**src/hw/rtl/jss_pkg.sv**
```systemverilog
// shared types, codes and constants of the joystick servo steering shaper
package jss_pkg;

    localparam int ANG_W    = 15;   // angles in hundredths of a degree
    localparam int AXIS_W   = 16;   // q1.15 axis samples
    localparam int CFG_W    = 16;   // configuration write data
    localparam int CFG_IDX_W = 3;
    localparam int MS_W     = 16;
    localparam int DUTY_W   = 22;
    localparam int OPD_W    = 16;   // multiplier and divisor operand width
    localparam int PROD_W   = 2 * OPD_W;
    localparam int TGT_W    = PROD_W + 1;
    localparam int NUM_W    = PROD_W + 2;

    localparam int PULSE_MIN_US = 500;
    localparam int PULSE_MAX_US = 2500;
    localparam int ANGLE_FULL   = 18000;
    localparam int PULSE_SPAN   = PULSE_MAX_US - PULSE_MIN_US;
    localparam int DUTY_BASE    = PULSE_MIN_US * ANGLE_FULL;
    localparam int DUTY_DIV     = ANGLE_FULL / 1000;

    localparam logic [OPD_W-1:0] PULSE_SPAN_MAG =
        OPD_W'((PULSE_SPAN < 0) ? -PULSE_SPAN : PULSE_SPAN);
    localparam logic PULSE_SPAN_NEG = (PULSE_SPAN < 0);
    localparam logic signed [NUM_W-1:0] DUTY_BASE_S = NUM_W'(DUTY_BASE);
    localparam logic [OPD_W-1:0] DUTY_DIVISOR = OPD_W'(DUTY_DIV);
    localparam logic [DUTY_W-1:0] DUTY_MAX = '1;
    localparam logic [AXIS_W:0] Q15_ONE = (AXIS_W+1)'(32768);

    localparam logic [ANG_W-1:0] RST_ANGLE_MIN    = 15'd1000;
    localparam logic [ANG_W-1:0] RST_ANGLE_MAX    = 15'd16200;
    localparam logic [ANG_W-1:0] RST_ANGLE_CENTER = 15'd9000;
    localparam logic [ANG_W-1:0] RST_TWIST_THR    = 15'd26214;
    localparam logic [ANG_W-1:0] RST_STICK_DZ     = 15'd3277;
    localparam logic [ANG_W-1:0] RST_DEADBAND     = 15'd200;
    localparam logic [ANG_W-1:0] RST_SLEW_STEP    = 15'd500;
    localparam logic [MS_W-1:0]  RST_UPD_INTERVAL = 16'd50;

    typedef enum logic [CFG_IDX_W-1:0] {
        CFG_ANGLE_MIN,
        CFG_ANGLE_MAX,
        CFG_ANGLE_CENTER,
        CFG_TWIST_THR,
        CFG_STICK_DZ,
        CFG_DEADBAND,
        CFG_SLEW_STEP,
        CFG_UPD_INTERVAL
    } t_cfg_idx;

    typedef enum logic [1:0] {
        SRC_CENTER,
        SRC_RIGHT,
        SRC_LEFT,
        SRC_PROP
    } t_src;

    typedef enum logic [2:0] {
        K_NONE,
        K_TICK,
        K_CENTER,
        K_SNAP_R,
        K_SNAP_L,
        K_PROP
    } t_kind;

    typedef enum logic [3:0] {
        S_IDLE,
        S_MUL_OFF,
        S_DIVLD_OFF,
        S_DIV_OFF,
        S_TGT,
        S_DIFF,
        S_SLEW,
        S_CLAMP,
        S_MUL_DUTY,
        S_DIVLD_DUTY,
        S_DIV_DUTY,
        S_DONE
    } t_state;

    typedef struct packed {
        logic accept;
        logic mul_off;
        logic divld_off;
        logic tgt;
        logic diff;
        logic slew;
        logic clamp;
        logic mul_duty;
        logic divld_duty;
        logic emit;
    } t_dp_cmd;

    typedef struct packed {
        t_kind kind;
        logic  div_busy;
        logic  skip;
        logic  out_free;
    } t_dp_stat;

endpackage

```
**src/hw/rtl/joystick_servo_steering_shaper_core.sv**
```systemverilog
// Joystick servo steering shaper. Millisecond ticks give no result. A center press or
// twist snap gives its angle and duty after the beat is taken; a proportional stick
// sample passes twice through the shared 2-bit-per-cycle divider (once for the
// deadzone rescale, once for the angle-to-duty conversion). A sample that is
// skipped (update interval not reached, inside the deadband, or nothing to do)
// gives no result. One sample is worked on at a time; a finished result sits in
// the output register, so the next beat is taken while it waits. Configuration
// writes are always ready and are meant for while the block is idle.
module joystick_servo_steering_shaper_core import jss_pkg::*; (
    input  logic                     i_clk,
    input  logic                     i_rst_n,
    input  logic                     i_in_valid,
    output logic                     o_in_stall,
    input  logic                     i_func,
    input  logic                     i_center_present,
    input  logic                     i_center_pressed,
    input  logic                     i_twist_present,
    input  logic signed [AXIS_W-1:0] i_twist_value,
    input  logic                     i_stick_present,
    input  logic signed [AXIS_W-1:0] i_stick_value,
    output logic                     o_out_valid,
    input  logic                     i_out_stall,
    output logic [ANG_W-1:0]         o_angle,
    output logic [DUTY_W-1:0]        o_duty_ns,
    output logic [1:0]               o_source,
    input  logic                     i_cfg_valid,
    output logic                     o_cfg_ready,
    input  logic [CFG_IDX_W-1:0]     i_cfg_index,
    input  logic [CFG_W-1:0]         i_cfg_data
);

    t_dp_cmd  w_cmd;
    t_dp_stat w_stat;

    assign o_cfg_ready = 1'b1;

    jss_ctrl u_ctrl (
        .i_clk      (i_clk),
        .i_rst_n    (i_rst_n),
        .i_in_valid (i_in_valid),
        .i_stat     (w_stat),
        .o_cmd      (w_cmd),
        .o_in_stall (o_in_stall)
    );

    jss_dp u_dp (
        .i_clk            (i_clk),
        .i_rst_n          (i_rst_n),
        .i_cmd            (w_cmd),
        .o_stat           (w_stat),
        .i_cfg_wr         (i_cfg_valid & o_cfg_ready),
        .i_cfg_index      (i_cfg_index),
        .i_cfg_data       (i_cfg_data),
        .i_func           (i_func),
        .i_center_present (i_center_present),
        .i_center_pressed (i_center_pressed),
        .i_twist_present  (i_twist_present),
        .i_twist_value    (i_twist_value),
        .i_stick_present  (i_stick_present),
        .i_stick_value    (i_stick_value),
        .i_out_stall      (i_out_stall),
        .o_out_valid      (o_out_valid),
        .o_angle          (o_angle),
        .o_duty_ns        (o_duty_ns),
        .o_source         (o_source)
    );

    // the divider is never left running once the sequencer is back to taking beats
    a_div_idle_when_ready: assert property (@(posedge i_clk) disable iff (!i_rst_n)
        !o_in_stall |-> !w_stat.div_busy)
        else $error("divider busy while input is open");

    // a result is only written when the output register can take it
    a_emit_into_free: assert property (@(posedge i_clk) disable iff (!i_rst_n)
        w_cmd.emit |-> w_stat.out_free)
        else $error("result written over a pending beat");

    // a new output beat always comes from a write of the result register
    a_out_from_emit: assert property (@(posedge i_clk) disable iff (!i_rst_n)
        $rose(o_out_valid) |-> $past(w_cmd.emit))
        else $error("output valid without a result write");

    // accepting an input beat only happens with the input open
    a_accept_in_idle: assert property (@(posedge i_clk) disable iff (!i_rst_n)
        w_cmd.accept |-> !o_in_stall && !w_cmd.emit)
        else $error("input taken while a sample is in flight");

endmodule

```
**src/hw/rtl/jss_div.sv**
```systemverilog
// radix-4 restoring divider, two quotient bits per cycle
module jss_div import jss_pkg::*; #(
    parameter int DIVIDEND_W = PROD_W,
    parameter int DIVISOR_W  = OPD_W
) (
    input  logic                  i_clk,
    input  logic                  i_rst_n,
    input  logic                  i_start,
    input  logic [DIVIDEND_W-1:0] i_dividend,
    input  logic [DIVISOR_W-1:0]  i_divisor,
    output logic                  o_busy,
    output logic [DIVIDEND_W-1:0] o_quot
);

    localparam int STEPS = DIVIDEND_W / 2;
    localparam int CNT_W = $clog2(STEPS + 1);

    logic [DIVIDEND_W-1:0] r_quo;
    logic [DIVISOR_W-1:0]  r_rem;
    logic [DIVISOR_W-1:0]  r_dvsr;
    logic [CNT_W-1:0]      r_cnt;
    logic                  r_busy;

    logic [DIVISOR_W:0]    rem1, rem1s, rem2, rem2s;
    logic                  ge1, ge2;

    always_comb begin
        rem1  = {r_rem, r_quo[DIVIDEND_W-1]};
        ge1   = (rem1 >= {1'b0, r_dvsr});
        rem1s = ge1 ? (rem1 - {1'b0, r_dvsr}) : rem1;
        rem2  = {rem1s[DIVISOR_W-1:0], r_quo[DIVIDEND_W-2]};
        ge2   = (rem2 >= {1'b0, r_dvsr});
        rem2s = ge2 ? (rem2 - {1'b0, r_dvsr}) : rem2;
    end

    always_ff @(posedge i_clk) begin
        if (!i_rst_n) begin
            r_busy <= 1'b0;
            r_cnt  <= '0;
        end else if (i_start) begin
            r_busy <= 1'b1;
            r_cnt  <= CNT_W'(STEPS);
        end else if (r_busy) begin
            r_cnt <= r_cnt - 1'b1;
            if (r_cnt == CNT_W'(1)) begin
                r_busy <= 1'b0;
            end
        end
    end

    always_ff @(posedge i_clk) begin
        if (i_start) begin
            r_quo  <= i_dividend;
            r_rem  <= '0;
            r_dvsr <= i_divisor;
        end else if (r_busy) begin
            r_quo <= {r_quo[DIVIDEND_W-3:0], ge1, ge2};
            r_rem <= rem2s[DIVISOR_W-1:0];
        end
    end

    assign o_busy = r_busy;
    assign o_quot = r_quo;

endmodule

```
**src/hw/rtl/jss_dp.sv**
```systemverilog
// datapath: configuration, steering state, shared multiplier and divider, result register
module jss_dp import jss_pkg::*; (
    input  logic                      i_clk,
    input  logic                      i_rst_n,
    input  t_dp_cmd                   i_cmd,
    output t_dp_stat                  o_stat,
    input  logic                      i_cfg_wr,
    input  logic [CFG_IDX_W-1:0]      i_cfg_index,
    input  logic [CFG_W-1:0]          i_cfg_data,
    input  logic                      i_func,
    input  logic                      i_center_present,
    input  logic                      i_center_pressed,
    input  logic                      i_twist_present,
    input  logic signed [AXIS_W-1:0]  i_twist_value,
    input  logic                      i_stick_present,
    input  logic signed [AXIS_W-1:0]  i_stick_value,
    input  logic                      i_out_stall,
    output logic                      o_out_valid,
    output logic [ANG_W-1:0]          o_angle,
    output logic [DUTY_W-1:0]         o_duty_ns,
    output logic [1:0]                o_source
);

    // configuration
    logic [ANG_W-1:0] r_angle_min, r_angle_max, r_angle_center, r_twist_thr;
    logic [ANG_W-1:0] r_stick_dz, r_deadband, r_slew_step;
    logic [MS_W-1:0]  r_upd_interval;

    // steering state
    logic [ANG_W-1:0] r_cur;
    logic             r_lat_l, r_lat_r;
    logic [MS_W-1:0]  r_ms;

    // work registers
    logic [OPD_W-1:0]        r_mdz, r_span_mag;
    logic                    r_qneg;
    logic [PROD_W-1:0]       r_prod;
    logic signed [TGT_W-1:0] r_target, r_diff;
    logic [ANG_W-1:0]        r_angle;
    t_src                    r_source;

    logic                    r_out_valid;
    logic [ANG_W-1:0]        r_out_angle;
    logic [DUTY_W-1:0]       r_out_duty;
    t_src                    r_out_source;

    // accept-time decode
    logic signed [AXIS_W:0]  tw_ext, thr_pos, thr_neg, st_ext, st_abs;
    logic                    tw_hi, tw_lo, st_neg, ms_ok;
    logic [OPD_W-1:0]        mag, mdz, span_mag;
    logic signed [OPD_W-1:0] span;
    t_kind                   kind;

    logic [OPD_W-1:0]        mul_a, mul_b;
    logic [PROD_W-1:0]       div_dividend, div_quot;
    logic [OPD_W-1:0]        div_divisor;
    logic                    div_busy;

    logic signed [TGT_W-1:0] cur_ext, ctr_ext, quo_ext, slew_ext, adiff;
    logic signed [NUM_W-1:0] duty_num;
    logic                    skip, big;
    logic [ANG_W-1:0]        clamped;
    logic [DUTY_W-1:0]       duty_sat;

    always_comb begin
        tw_ext  = {i_twist_value[AXIS_W-1], i_twist_value};
        thr_pos = {2'b00, r_twist_thr};
        thr_neg = -thr_pos;
        tw_hi   = (tw_ext > thr_pos);
        tw_lo   = (tw_ext < thr_neg);
        ms_ok   = (r_ms >= r_upd_interval);

        if (!i_func) begin
            kind = K_TICK;
        end else if (i_center_present && i_center_pressed) begin
            kind = K_CENTER;
        end else if (i_twist_present && tw_hi && !r_lat_r) begin
            kind = K_SNAP_R;
        end else if (i_twist_present && tw_lo && !r_lat_l) begin
            kind = K_SNAP_L;
        end else if (i_stick_present && ms_ok) begin
            kind = K_PROP;
        end else begin
            kind = K_NONE;
        end

        st_ext = {i_stick_value[AXIS_W-1], i_stick_value};
        st_neg = i_stick_value[AXIS_W-1];
        st_abs = st_neg ? -st_ext : st_ext;
        mag    = st_abs[OPD_W-1:0];
        mdz    = (mag >= {1'b0, r_stick_dz}) ? (mag - {1'b0, r_stick_dz}) : '0;
        span   = st_neg ? ({1'b0, r_angle_center} - {1'b0, r_angle_min})
                        : ({1'b0, r_angle_max} - {1'b0, r_angle_center});
        span_mag = span[OPD_W-1] ? OPD_W'(-span) : OPD_W'(span);
    end

    // shared multiplier and divider operand selection
    always_comb begin
        mul_a = i_cmd.mul_duty ? {{(OPD_W-ANG_W){1'b0}}, r_angle} : r_mdz;
        mul_b = i_cmd.mul_duty ? PULSE_SPAN_MAG : r_span_mag;

        duty_num = DUTY_BASE_S + (PULSE_SPAN_NEG ? -$signed({2'b00, r_prod})
                                                 :  $signed({2'b00, r_prod}));
        if (i_cmd.divld_duty) begin
            div_dividend = duty_num[NUM_W-1] ? '0 : duty_num[PROD_W-1:0];
            div_divisor  = DUTY_DIVISOR;
        end else begin
            div_dividend = r_prod;
            div_divisor  = OPD_W'(Q15_ONE - {2'b00, r_stick_dz});
        end
    end

    jss_div #(
        .DIVIDEND_W (PROD_W),
        .DIVISOR_W  (OPD_W)
    ) u_div (
        .i_clk      (i_clk),
        .i_rst_n    (i_rst_n),
        .i_start    (i_cmd.divld_off | i_cmd.divld_duty),
        .i_dividend (div_dividend),
        .i_divisor  (div_divisor),
        .o_busy     (div_busy),
        .o_quot     (div_quot)
    );

    always_comb begin
        cur_ext  = TGT_W'({1'b0, r_cur});
        ctr_ext  = TGT_W'({1'b0, r_angle_center});
        quo_ext  = $signed({1'b0, div_quot});
        slew_ext = TGT_W'({1'b0, r_slew_step});
        adiff    = r_diff[TGT_W-1] ? -r_diff : r_diff;
        skip     = (adiff < TGT_W'({1'b0, r_deadband}));
        big      = (adiff > slew_ext);

        if (r_target < TGT_W'({1'b0, r_angle_min})) begin
            clamped = r_angle_min;
        end else if (r_target > TGT_W'({1'b0, r_angle_max})) begin
            clamped = r_angle_max;
        end else begin
            clamped = r_target[ANG_W-1:0];
        end

        duty_sat = (div_quot > PROD_W'(DUTY_MAX)) ? DUTY_MAX : div_quot[DUTY_W-1:0];
    end

    // configuration and steering state
    always_ff @(posedge i_clk) begin
        if (!i_rst_n) begin
            r_angle_min    <= RST_ANGLE_MIN;
            r_angle_max    <= RST_ANGLE_MAX;
            r_angle_center <= RST_ANGLE_CENTER;
            r_twist_thr    <= RST_TWIST_THR;
            r_stick_dz     <= RST_STICK_DZ;
            r_deadband     <= RST_DEADBAND;
            r_slew_step    <= RST_SLEW_STEP;
            r_upd_interval <= RST_UPD_INTERVAL;
        end else if (i_cfg_wr) begin
            case (t_cfg_idx'(i_cfg_index))
                CFG_ANGLE_MIN:    r_angle_min    <= i_cfg_data[ANG_W-1:0];
                CFG_ANGLE_MAX:    r_angle_max    <= i_cfg_data[ANG_W-1:0];
                CFG_ANGLE_CENTER: r_angle_center <= i_cfg_data[ANG_W-1:0];
                CFG_TWIST_THR:    r_twist_thr    <= i_cfg_data[ANG_W-1:0];
                CFG_STICK_DZ:     r_stick_dz     <= i_cfg_data[ANG_W-1:0];
                CFG_DEADBAND:     r_deadband     <= i_cfg_data[ANG_W-1:0];
                CFG_SLEW_STEP:    r_slew_step    <= i_cfg_data[ANG_W-1:0];
                CFG_UPD_INTERVAL: r_upd_interval <= i_cfg_data[MS_W-1:0];
                default: ;
            endcase
        end
    end

    always_ff @(posedge i_clk) begin
        if (!i_rst_n) begin
            r_cur   <= RST_ANGLE_CENTER;
            r_lat_l <= 1'b0;
            r_lat_r <= 1'b0;
            r_ms    <= '0;
        end else begin
            if (i_cmd.accept) begin
                case (kind)
                    K_TICK: begin
                        if (r_ms != '1) begin
                            r_ms <= r_ms + 1'b1;
                        end
                    end
                    K_CENTER: begin
                        r_lat_l <= 1'b0;
                        r_lat_r <= 1'b0;
                    end
                    K_SNAP_R: begin
                        r_lat_r <= 1'b1;
                        r_lat_l <= 1'b0;
                    end
                    K_SNAP_L: begin
                        r_lat_l <= 1'b1;
                        r_lat_r <= 1'b0;
                    end
                    default: ;
                endcase
            end
            if (i_cmd.slew && !skip) begin
                r_ms <= '0;
            end
            if (i_cmd.clamp) begin
                r_cur <= clamped;
            end
        end
    end

    // work registers
    always_ff @(posedge i_clk) begin
        if (i_cmd.accept) begin
            r_mdz      <= mdz;
            r_span_mag <= span_mag;
            r_qneg     <= st_neg ^ span[OPD_W-1];
            case (kind)
                K_CENTER: begin
                    r_target <= TGT_W'({1'b0, r_angle_center});
                    r_source <= SRC_CENTER;
                end
                K_SNAP_R: begin
                    r_target <= TGT_W'({1'b0, r_angle_max});
                    r_source <= SRC_RIGHT;
                end
                K_SNAP_L: begin
                    r_target <= TGT_W'({1'b0, r_angle_min});
                    r_source <= SRC_LEFT;
                end
                default: begin
                    r_source <= SRC_PROP;
                end
            endcase
        end
        if (i_cmd.mul_off || i_cmd.mul_duty) begin
            r_prod <= mul_a * mul_b;
        end
        if (i_cmd.tgt) begin
            r_target <= r_qneg ? (ctr_ext - quo_ext) : (ctr_ext + quo_ext);
        end
        if (i_cmd.diff) begin
            r_diff <= r_target - cur_ext;
        end
        if (i_cmd.slew && big) begin
            r_target <= r_diff[TGT_W-1] ? (cur_ext - slew_ext) : (cur_ext + slew_ext);
        end
        if (i_cmd.clamp) begin
            r_angle <= clamped;
        end
    end

    // result register
    always_ff @(posedge i_clk) begin
        if (!i_rst_n) begin
            r_out_valid <= 1'b0;
        end else if (i_cmd.emit) begin
            r_out_valid <= 1'b1;
        end else if (!i_out_stall) begin
            r_out_valid <= 1'b0;
        end
    end

    always_ff @(posedge i_clk) begin
        if (i_cmd.emit) begin
            r_out_angle  <= r_angle;
            r_out_duty   <= duty_sat;
            r_out_source <= r_source;
        end
    end

    assign o_stat.kind     = kind;
    assign o_stat.div_busy = div_busy;
    assign o_stat.skip     = skip;
    assign o_stat.out_free = !r_out_valid || !i_out_stall;

    assign o_out_valid = r_out_valid;
    assign o_angle     = r_out_angle;
    assign o_duty_ns   = r_out_duty;
    assign o_source    = r_out_source;

endmodule

```
**src/hw/rtl/jss_ctrl.sv**
```systemverilog
// sequencer that steps the datapath through one sample
module jss_ctrl import jss_pkg::*; (
    input  logic     i_clk,
    input  logic     i_rst_n,
    input  logic     i_in_valid,
    input  t_dp_stat i_stat,
    output t_dp_cmd  o_cmd,
    output logic     o_in_stall
);

    t_state r_state, n_state;

    always_ff @(posedge i_clk) begin
        if (!i_rst_n) begin
            r_state <= S_IDLE;
        end else begin
            r_state <= n_state;
        end
    end

    always_comb begin
        n_state = r_state;
        case (r_state)
            S_IDLE: begin
                if (i_in_valid) begin
                    case (i_stat.kind)
                        K_CENTER, K_SNAP_R, K_SNAP_L: n_state = S_CLAMP;
                        K_PROP:                       n_state = S_MUL_OFF;
                        default:                      n_state = S_IDLE;
                    endcase
                end
            end
            S_MUL_OFF:    n_state = S_DIVLD_OFF;
            S_DIVLD_OFF:  n_state = S_DIV_OFF;
            S_DIV_OFF: begin
                if (!i_stat.div_busy) begin
                    n_state = S_TGT;
                end
            end
            S_TGT:        n_state = S_DIFF;
            S_DIFF:       n_state = S_SLEW;
            S_SLEW:       n_state = i_stat.skip ? S_IDLE : S_CLAMP;
            S_CLAMP:      n_state = S_MUL_DUTY;
            S_MUL_DUTY:   n_state = S_DIVLD_DUTY;
            S_DIVLD_DUTY: n_state = S_DIV_DUTY;
            S_DIV_DUTY: begin
                if (!i_stat.div_busy) begin
                    n_state = S_DONE;
                end
            end
            S_DONE: begin
                if (i_stat.out_free) begin
                    n_state = S_IDLE;
                end
            end
            default:      n_state = S_IDLE;
        endcase
    end

    always_comb begin
        o_cmd            = '0;
        o_cmd.accept     = (r_state == S_IDLE) && i_in_valid;
        o_cmd.mul_off    = (r_state == S_MUL_OFF);
        o_cmd.divld_off  = (r_state == S_DIVLD_OFF);
        o_cmd.tgt        = (r_state == S_TGT);
        o_cmd.diff       = (r_state == S_DIFF);
        o_cmd.slew       = (r_state == S_SLEW);
        o_cmd.clamp      = (r_state == S_CLAMP);
        o_cmd.mul_duty   = (r_state == S_MUL_DUTY);
        o_cmd.divld_duty = (r_state == S_DIVLD_DUTY);
        o_cmd.emit       = (r_state == S_DONE) && i_stat.out_free;
        o_in_stall       = (r_state != S_IDLE);
    end

endmodule
```
**config.mk**
```make
export PLATFORM = sky130hd
export DESIGN_NAME = joystick_servo_steering_shaper_core
export DESIGN_NICKNAME = d
export VERILOG_FILES = /design/src/hw/rtl/jss_pkg.sv /design/src/hw/rtl/joystick_servo_steering_shaper_core.sv /design/src/hw/rtl/jss_div.sv /design/src/hw/rtl/jss_dp.sv /design/src/hw/rtl/jss_ctrl.sv
export SDC_FILE = /design/constraint.sdc
export NUM_CORES = 2
export LEC_CHECK = 0
export BUFFER_PORTS_ARGS = -buffer_cell sky130_fd_sc_hd__buf_4
export CORE_UTILIZATION = 57
export CTS_BUF_LIST = sky130_fd_sc_hd__clkbuf_8
export DETAILED_ROUTE_END_ITERATION = 7
export PLACE_DENSITY = 0.77
export SYNTH_ARGS = -nofsm -noshare
export SYNTH_HDL_FRONTEND = slang
export SYNTH_SLANG_ARGS = --single-unit
```
**constraint.sdc**
```tcl
create_clock -name i_clk -period 21.5 [get_ports i_clk]
set_input_delay 5.375 -clock i_clk [delete_from_list [all_inputs] [get_ports i_clk]]
set_output_delay 5.375 -clock i_clk [all_outputs]
set_load 0.1 [all_outputs]
```
=== Word-level counts from Yosys, hierarchy flattened ===
Cells that the tools add are included.

* Bits in registers: 416
* Latch bits: 0
* Memory bits (writable): 0
* Memory bits (read-only): 0
* Bits of input ports: 61
* Output and inout port bits: 42
* Word-level logic and storage cells: 180
* Memories: 0

* $add $sub $neg: 18
* Multiply operators: 1
* Divide/modulo/power cells: 0
* Order comparisons: 11
* Equality and inequality tests: 30
* Shift-type cells: 0
* Mux-type cells: 42
* Bitwise logic cells: 3
* Reduce and logical (&&, ||, !) cells: 43

{| class="wikitable"
|+ Operator list
! operator !! number
|-
| two-way mux 33 bit || 6
|-
| two-way mux 32 bit || 4
|-
| one-hot mux 33 bit (3 select lines) || 1
|-
| two-way mux 16 bit || 6
|-
| less-than comparator 33 x 15 -> 1 bit || 2
|-
| one-hot mux 4 bit (12 select lines) || 1
|-
| subtractor 15 x 15 -> 16 bit || 3
|-
| two-way mux 15 bit || 3
|-
| greater-or-equal comparator 17 x 16 -> 1 bit || 2
|-
| adder 15 x 32 -> 33 bit || 1
|-
| greater-than comparator 33 x 15 -> 1 bit || 1
|-
| greater-than comparator 33 x 16 -> 1 bit || 1
|-
| negator 33 bit || 1
|-
| subtractor 15 x 32 -> 33 bit || 1
|-
| subtractor 33 x 16 -> 33 bit || 1
|-
| adder 24 x 32 -> 32 bit (first input constant) || 1
|-
| greater-than comparator 32 x 22 -> 1 bit (second input constant) || 1
|-
| multiplier 16 x 16 -> 32 bit || 1
|-
| negator 16 bit || 2
|-
| subtractor 16 bit || 2
|-
| AND reduction 2 bit || 11
|-
| == test 3 bit (second input constant) || 6
|-
| two-way mux 3 bit || 6
|-
| less-than comparator 16 x 17 -> 1 bit || 1
|-
| other kinds (41) || 83
|}

=== Logic depth before layout (Yosys ltp) ===
* Depth in word-level cells: 13
* Gate-level depth with buffers: 30
* Mapped depth without buffers: 27

=== By module ===
Synthesis repeated with hierarchy kept, for this count alone.

* Cells, all modules: 4,341
* Area, all modules: 38,298.0 µm²

{| class="wikitable"
|+ Modules (own cells, without submodules)
! module !! instances !! cells each !! area an instance (µm²) !! seq. area each (µm²)
|-
| jss_dp || 1 || 3,823 || 33,194.3 || 8,718.4
|-
| jss_div || 1 || 449 || 4,660.7 || 1,881.8
|-
| jss_ctrl || 1 || 67 || 431.7 || 80.1
|-
| joystick_servo_steering_shaper_core || 1 || 2 || 11.3 || 0.0
|}

=== Worst setup path after synthesis ===
No wires, ideal clock.

* Path kind: input to register
* Start: input port i_twist_value[9]
* End: register u_dp.r_target[0] (enable)
* Library setup time: 469 ps
* Data arrival time: 9,817 ps
* Data required time: 21,031 ps
* Path slack: 11,214 ps
* Stages: 9
* Buffers on the path: 1
* Path through: ha_1 a211oi_1 nor2_1 o31ai_1 o2111ai_1 a211oi_1 clkbuf_1 a21oi_1 o21ai_0

* Longest elaborated chain between the ends: 10
* Elaborated cells on any way between the ends: 15
* Those cells by class: order compare: 2; eq/ne: 3; mux: 4; reduce/logical: 6

{| class="wikitable"
|+ RTL lines
! what !! RTL line !! source
|-
| start, declared || joystick_servo_steering_shaper_core.sv:18 || <nowiki>input logic signed [AXIS_W-1:0] i_twist_value,</nowiki>
|-
| less-than comparator 16 x 17 -> 1 bit || jss_dp.sv:70 || <nowiki>tw_lo = (tw_ext < thr_neg);</nowiki>
|-
| logical AND 1 bit (2 in a row) || jss_dp.sv:79 || <nowiki>end else if (i_twist_present && tw_lo && !r_lat_l) begin</nowiki>
|-
| two-way mux 3 bit || jss_dp.sv:79 ||
|-
| two-way mux 3 bit (*) || jss_dp.sv:77 || <nowiki>end else if (i_twist_present && tw_hi && !r_lat_r) begin</nowiki>
|-
| two-way mux 3 bit (*) || jss_dp.sv:75 || <nowiki>end else if (i_center_present && i_center_pressed) begin</nowiki>
|-
| two-way mux 3 bit (*) || jss_dp.sv:73 || <nowiki>if (!i_func) begin</nowiki>
|-
| == test 3 x 2 -> 1 bit / == test 3 bit (equally long branches) || jss_dp.sv:216 || <nowiki>case (kind)</nowiki>
|-
| nonzero test 5 bit (no source line) (*) || -- ||
|-
| AND reduction 2 bit (no source line) (*) || -- ||
|-
| end signal, assigned || jss_dp.sv:218 || <nowiki>r_target <= TGT_W'({1'b0, r_angle_center});</nowiki>
|-
| end signal, assigned || jss_dp.sv:222 || <nowiki>r_target <= TGT_W'({1'b0, r_angle_max});</nowiki>
|-
| end signal, assigned || jss_dp.sv:226 || <nowiki>r_target <= TGT_W'({1'b0, r_angle_min});</nowiki>
|-
| end, declared || jss_dp.sv:38 || <nowiki>logic signed [TGT_W-1:0] r_target, r_diff;</nowiki>
|}

Every way passes the cells marked *; elsewhere a longest branch is shown, timed or not.
A chain may end at the register's enable or synchronous reset.

=== Worst setup path in the final report ===
* Start: register u_ctrl.r_state[2]
* End: register u_dp.r_prod[31], data pin

* Longest elaborated chain between the ends: 3
* Elaborated cells on any way between the ends: 4
* Those cells by class: mul: 1; eq/ne: 1; mux: 2

{| class="wikitable"
|+ RTL lines
! what !! RTL line !! source
|-
| start, declared || jss_ctrl.sv:11 || <nowiki>t_state r_state, n_state;</nowiki>
|-
| start signal, assigned || jss_ctrl.sv:17 || <nowiki>r_state <= n_state;</nowiki>
|-
| == test 4 bit (*) || jss_ctrl.sv:69 || <nowiki>o_cmd.mul_duty = (r_state == S_MUL_DUTY);</nowiki>
|-
| two-way mux 16 bit (on tied branches) || jss_dp.sv:99, jss_dp.sv:100 ||
|-
| multiplier 16 x 16 -> 32 bit (*) || jss_dp.sv:235 || <nowiki>r_prod <= mul_a * mul_b;</nowiki>
|-
| end signal, assigned || jss_dp.sv:235 ||
|-
| end, declared || jss_dp.sv:37 || <nowiki>logic [PROD_W-1:0] r_prod;</nowiki>
|}

Marked as above.

==> flow_results.xml <==
<?xml version="1.0" encoding="UTF-8"?>
<metrics>
  <group name="synthesis">
    <metric name="netlist.top_cell.by_area" unit="">edfxtp_1</metric>
    <metric name="main_combinational_cell_family_by_area_after_synthesis" unit="">adder cells</metric>
    <metric name="syn_avg_cell_area" unit="sq um">8.79</metric>
    <metric name="synth_adder_area_share" unit="">0.224</metric>
    <metric name="synthesized_net_count" unit="">4949</metric>
    <metric name="syn_area" unit="sq um">38000</metric>
    <metric name="synth.yosys.seq_area_share" unit="">0.281</metric>
    <metric name="synth-xor-area-share" unit="">0.0635</metric>
    <metric name="netlist_top_cells_area" unit="">edfxtp_1, ha_1, fa_1</metric>
    <metric name="netlist-cell-type-count" unit="">109</metric>
    <metric name="synthCells" unit="">4329</metric>
    <metric name="post_synth_and_or_nand_nor_area_fraction" unit="">0.172</metric>
    <metric name="netlist.area_leader.share" unit="">0.186</metric>
    <metric name="yosys-mux-area-fraction" unit="">0.0124</metric>
    <metric name="ys_async_sr_fraction" unit="">0</metric>
    <metric name="synthesized_area_fraction_occupied_by_ao_oa_aoi_and_oai_cells" unit="">0.177</metric>
    <metric name="synthFlopType" unit="">edfxtp_1</metric>
    <metric name="ys_warn_count" unit="">0</metric>
    <metric name="post_synthesis_register_bit_count" unit="">416</metric>
    <metric name="synth-edff-count" unit="">235</metric>
  </group>
  <group name="global_routing">
    <metric name="maximum_number_of_pins_on_one_net_before_global_route_repair" unit="">97</metric>
    <metric name="top_usage_layer" unit="">met2</metric>
    <metric name="grt_use_total" unit="">0.326</metric>
    <metric name="antenna_found_initial" unit="">2</metric>
    <metric name="met1_usage" unit="">0.464</metric>
    <metric name="grt_overflow_total" unit="">0</metric>
    <metric name="grt_pass1_vias" unit="">30500</metric>
    <metric name="globalRouteMet2Util" unit="">0.493</metric>
    <metric name="met3_usage_grt" unit="">0.0647</metric>
    <metric name="grt_pass1_wl" unit="mm">172</metric>
  </group>
  <group name="floorplanning">
    <metric name="die_w" unit="um">260</metric>
    <metric name="floorplan.rows" unit="">94</metric>
    <metric name="die_height" unit="um">260</metric>
    <metric name="floorplan.io_pins" unit="">103</metric>
    <metric name="area_inside_the_core_boundary" unit="sq um">65900</metric>
    <metric name="floorplan.initialDensity" unit="">0.578</metric>
    <metric name="die_area" unit="sq um">67800</metric>
  </group>
  <group name="critical_path">
    <metric name="worst-endpoint-required" unit="ns">21.89</metric>
    <metric name="timing.critical_path.from" unit="">u_ctrl.r_state[2]</metric>
    <metric name="criticalPathCategory" unit="">reg2reg</metric>
    <metric name="timing.critical_path.to_type" unit="">register</metric>
    <metric name="cp_slowest_cell" unit="">dfxtp_1</metric>
    <metric name="crit_path_start_kind" unit="">register</metric>
    <metric name="cpPeakStageDelay" unit="ns">0.80</metric>
    <metric name="worstPathCellList" unit="">nor2_1, nand2_2, buf_4, and2_0, a21o_1, fa_1, inv_1, fa_1, fa_1, fa_1, inv_1, fa_1, inv_1, fa_1, inv_1, ha_1, a21o_1, o311a_1, a311oi_1, o21ai_0, o41ai_1, nor2_1, a211oi_1</metric>
    <metric name="worst_r2r_startpoint" unit="">u_ctrl.r_state[2]</metric>
    <metric name="critical_path_arrival" unit="ns">9.69</metric>
    <metric name="worst_path_most_repeated_cell" unit="">fa_1</metric>
    <metric name="timing.critical_path.fanout_max" unit="">96</metric>
  </group>
  <group name="placed_design">
    <metric name="gp_routability_congestion" unit="">0.981</metric>
    <metric name="detailedPlacementHpwl" unit="mm">85.4</metric>
    <metric name="place_inst" unit="">5116</metric>
    <metric name="numPortBuffers" unit="">101</metric>
  </group>
  <group name="clocking">
    <metric name="cts_resized" unit="">0</metric>
    <metric name="cts.reportedPaths.clkPinSlew" unit="ns">0.06</metric>
    <metric name="cts_root_buf" unit="">clkbuf_8</metric>
    <metric name="hold_buffers" unit="">0</metric>
    <metric name="post_cts.repair.setup_buffers" unit="">0</metric>
    <metric name="cts-htree-levels" unit="">3</metric>
    <metric name="cts-root-to-sink-buffers" unit="">3</metric>
    <metric name="cts_inserted_buffers" unit="">74</metric>
    <metric name="tritoncts" unit="">done</metric>
    <metric name="clk-insertion-delay-late" unit="ns">0.68</metric>
    <metric name="tritoncts_num_sinks" unit="">416</metric>
  </group>
  <group name="run_status">
    <metric name="status" unit="">finished clean</metric>
  </group>
  <group name="cells_and_area">
    <metric name="postLayoutCoreUtil" unit="">0.621</metric>
    <metric name="final_net_count" unit="">4948</metric>
    <metric name="drive_above_1_share" unit="">0.0754</metric>
    <metric name="fin_cells" unit="">5254</metric>
    <metric name="area_growth_syn_to_layout" unit="%">7.45</metric>
  </group>
  <group name="timing">
    <metric name="fin_crit" unit="ns">9.30</metric>
    <metric name="final_hold_viol_count" unit="">0</metric>
    <metric name="fin_skew" unit="ns">0.0358</metric>
    <metric name="maximum_clock_frequency" unit="MHz">108</metric>
    <metric name="fin_setup_tns" unit="ns">0</metric>
    <metric name="post-route-period-util" unit="">0.432</metric>
    <metric name="final_max_slew_viol_count" unit="">0</metric>
    <metric name="max_transition_margin" unit="">0.192</metric>
    <metric name="setup-violations-final" unit="">0</metric>
    <metric name="setup_repair_after_global_routing_missed_its_margin" unit="">false</metric>
    <metric name="worstMarginPinSlew" unit="ns">1.21</metric>
  </group>
  <group name="drt">
    <metric name="ant_nets" unit="">0</metric>
    <metric name="dr_total_vias" unit="">32600</metric>
    <metric name="average_wire_per_cell_in_the_routed_design" unit="um">21.1</metric>
    <metric name="firstDrtPassIters" unit="">7</metric>
    <metric name="drc" unit="">0</metric>
    <metric name="detailedRoute.firstIterationViolations" unit="">3538</metric>
    <metric name="totalWireLength" unit="mm">111</metric>
    <metric name="route.detailed.vias_per_inst" unit="">6.20</metric>
  </group>
  <group name="job">
    <metric name="drv.max_cap_violation_count" unit="">0</metric>
  </group>
  <group name="worst_hold_path">
    <metric name="worst_hold_path_type" unit="">reg2reg</metric>
    <metric name="hold_path_startpoint" unit="">u_dp.r_deadband[4]</metric>
  </group>
</metrics>
==> critical path, delay by kind of cell, from the launching register on <==
kind	cells	cell delay [ns]
DFF	1	0.80
adders and majority gates	7	3.17
AOI/OAI and AO/OA	7	2.69
buffers and inverters	5	0.82
and+or+nand+nor	4	1.50
==> final cells by class <==
| type | count | area, sq um |
|---|---|---|
| fill | 5626 | 25000 |
| multi-input combinational | 3227 | 24700 |
| sequential | 416 | 10700 |
| inverter | 480 | 1800 |
| clock buffer | 86 | 1180 |
| tap | 864 | 1080 |
| timing repair buffer | 129 | 968 |
| clock inverter | 51 | 415 |
| antenna | 1 | 2.50 |
==> kinds of logic (layout without fill, tap and decap cells) <==
group,Yosys count,in the layout
other,1,2
XOR/XNOR,275,275
AND/OR/NAND/NOR,1341,1341
buffers and inverters,686,746
AO/OA/AOI/OAI,1005,1005
multiplexers,46,46
flip-flops,416,416
adder cells (fa/ha/maj),559,559
==> cell usage after synthesis (all sizes together) (10+ instances only) <==
master,n
mux2i,36
mux2,10
a21o,94
o41ai,14
or2,27
nor3,84
or4,13
nand3,93
or3,22
a31oi,35
nand4,41
buf,30
nand2b,33
and3,122
o21a,40
a21boi,87
xor2,80
inv,479
o31ai,34
o21ai,181
nor2b,34
edfxtp,235
a2111oi,12
clkbuf,175
nor4,43
a221oi,14
a21oi,231
a211oi,51
and2,27
dfxtp,181
nor3b,13
o211ai,76
xnor2,195
nand2,493
a22oi,14
nor2,261
fa,203
ha,356
o21bai,21
==> per-stage QoR <==
stage	instance area (sq um)	hold slack, ns	setup WS, ns
3_5_place_dp	39300	0.443	12.32
3_3_place_gp	39300	0.452	12.39
6_report	40900	0.467	12.20
5_1_grt	40900	0.486	11.84
4_1_cts	40900	0.469	12.39
2_1_floorplan	38000	0.400	11.21
==> path summary, 6_finish.rpt <==
| check | end | slack [ns] | cells after the start |
|---|---|---|---|
| worst min-delay path | u_dp.r_deadband[4] | 0.47 | 2 |
| worst max register to register | u_dp.r_prod[31] | 12.20 | 23 |
| worst min register to register | u_dp.r_deadband[4] | 0.47 | 2 |
| worst max-delay path | u_dp.r_prod[31] | 12.20 | 23 |
==> flip-flops by register name, summed over array words and instances, names as in the netlist, 16 cells and up <==
register,cells
u_dp.u_div.r_dvsr,16
u_dp.r_upd_interval,16
u_dp.r_prod,32
u_dp.r_diff,33
u_dp.r_span_mag,16
u_dp.r_mdz,16
u_dp.r_target,33
u_dp.o_duty_ns,22
u_dp.u_div.o_quot,32
u_dp.u_div.r_rem,16
u_dp.r_ms,16
==> metal layers <==
metal	vias up	wire, um
li1	15100	-
met1	15600	48200
met2	1551	47600
met3	267	11200
met4	0	4010
met5	-	0
==> layout by cell type, fill, tap and decap left out, types with 22 or more instances in the layout <==
cell,count
inv_1,498
nand2_1,490
ha_1,356
nor2_1,259
edfxtp_1,235
a21oi_1,230
fa_1,203
xnor2_1,194
dfxtp_1,181
o21ai_0,177
buf_4,129
and3_1,120
a21o_1,94
nand3_1,92
clkbuf_8,86
a21boi_0,85
xor2_1,80
nor3_1,77
o211ai_1,76
a211oi_1,49
o21a_1,40
nand4_1,40
nor4_1,37
mux2i_1,36
nor2b_1,34
a31oi_1,34
o31ai_1,33
nand2b_1,32
or2_2,26
and2_1,22
Power is left out: the tool's default activity adds up to more than one toggle a clock period on the data nets, which glitch-free logic cannot reach.
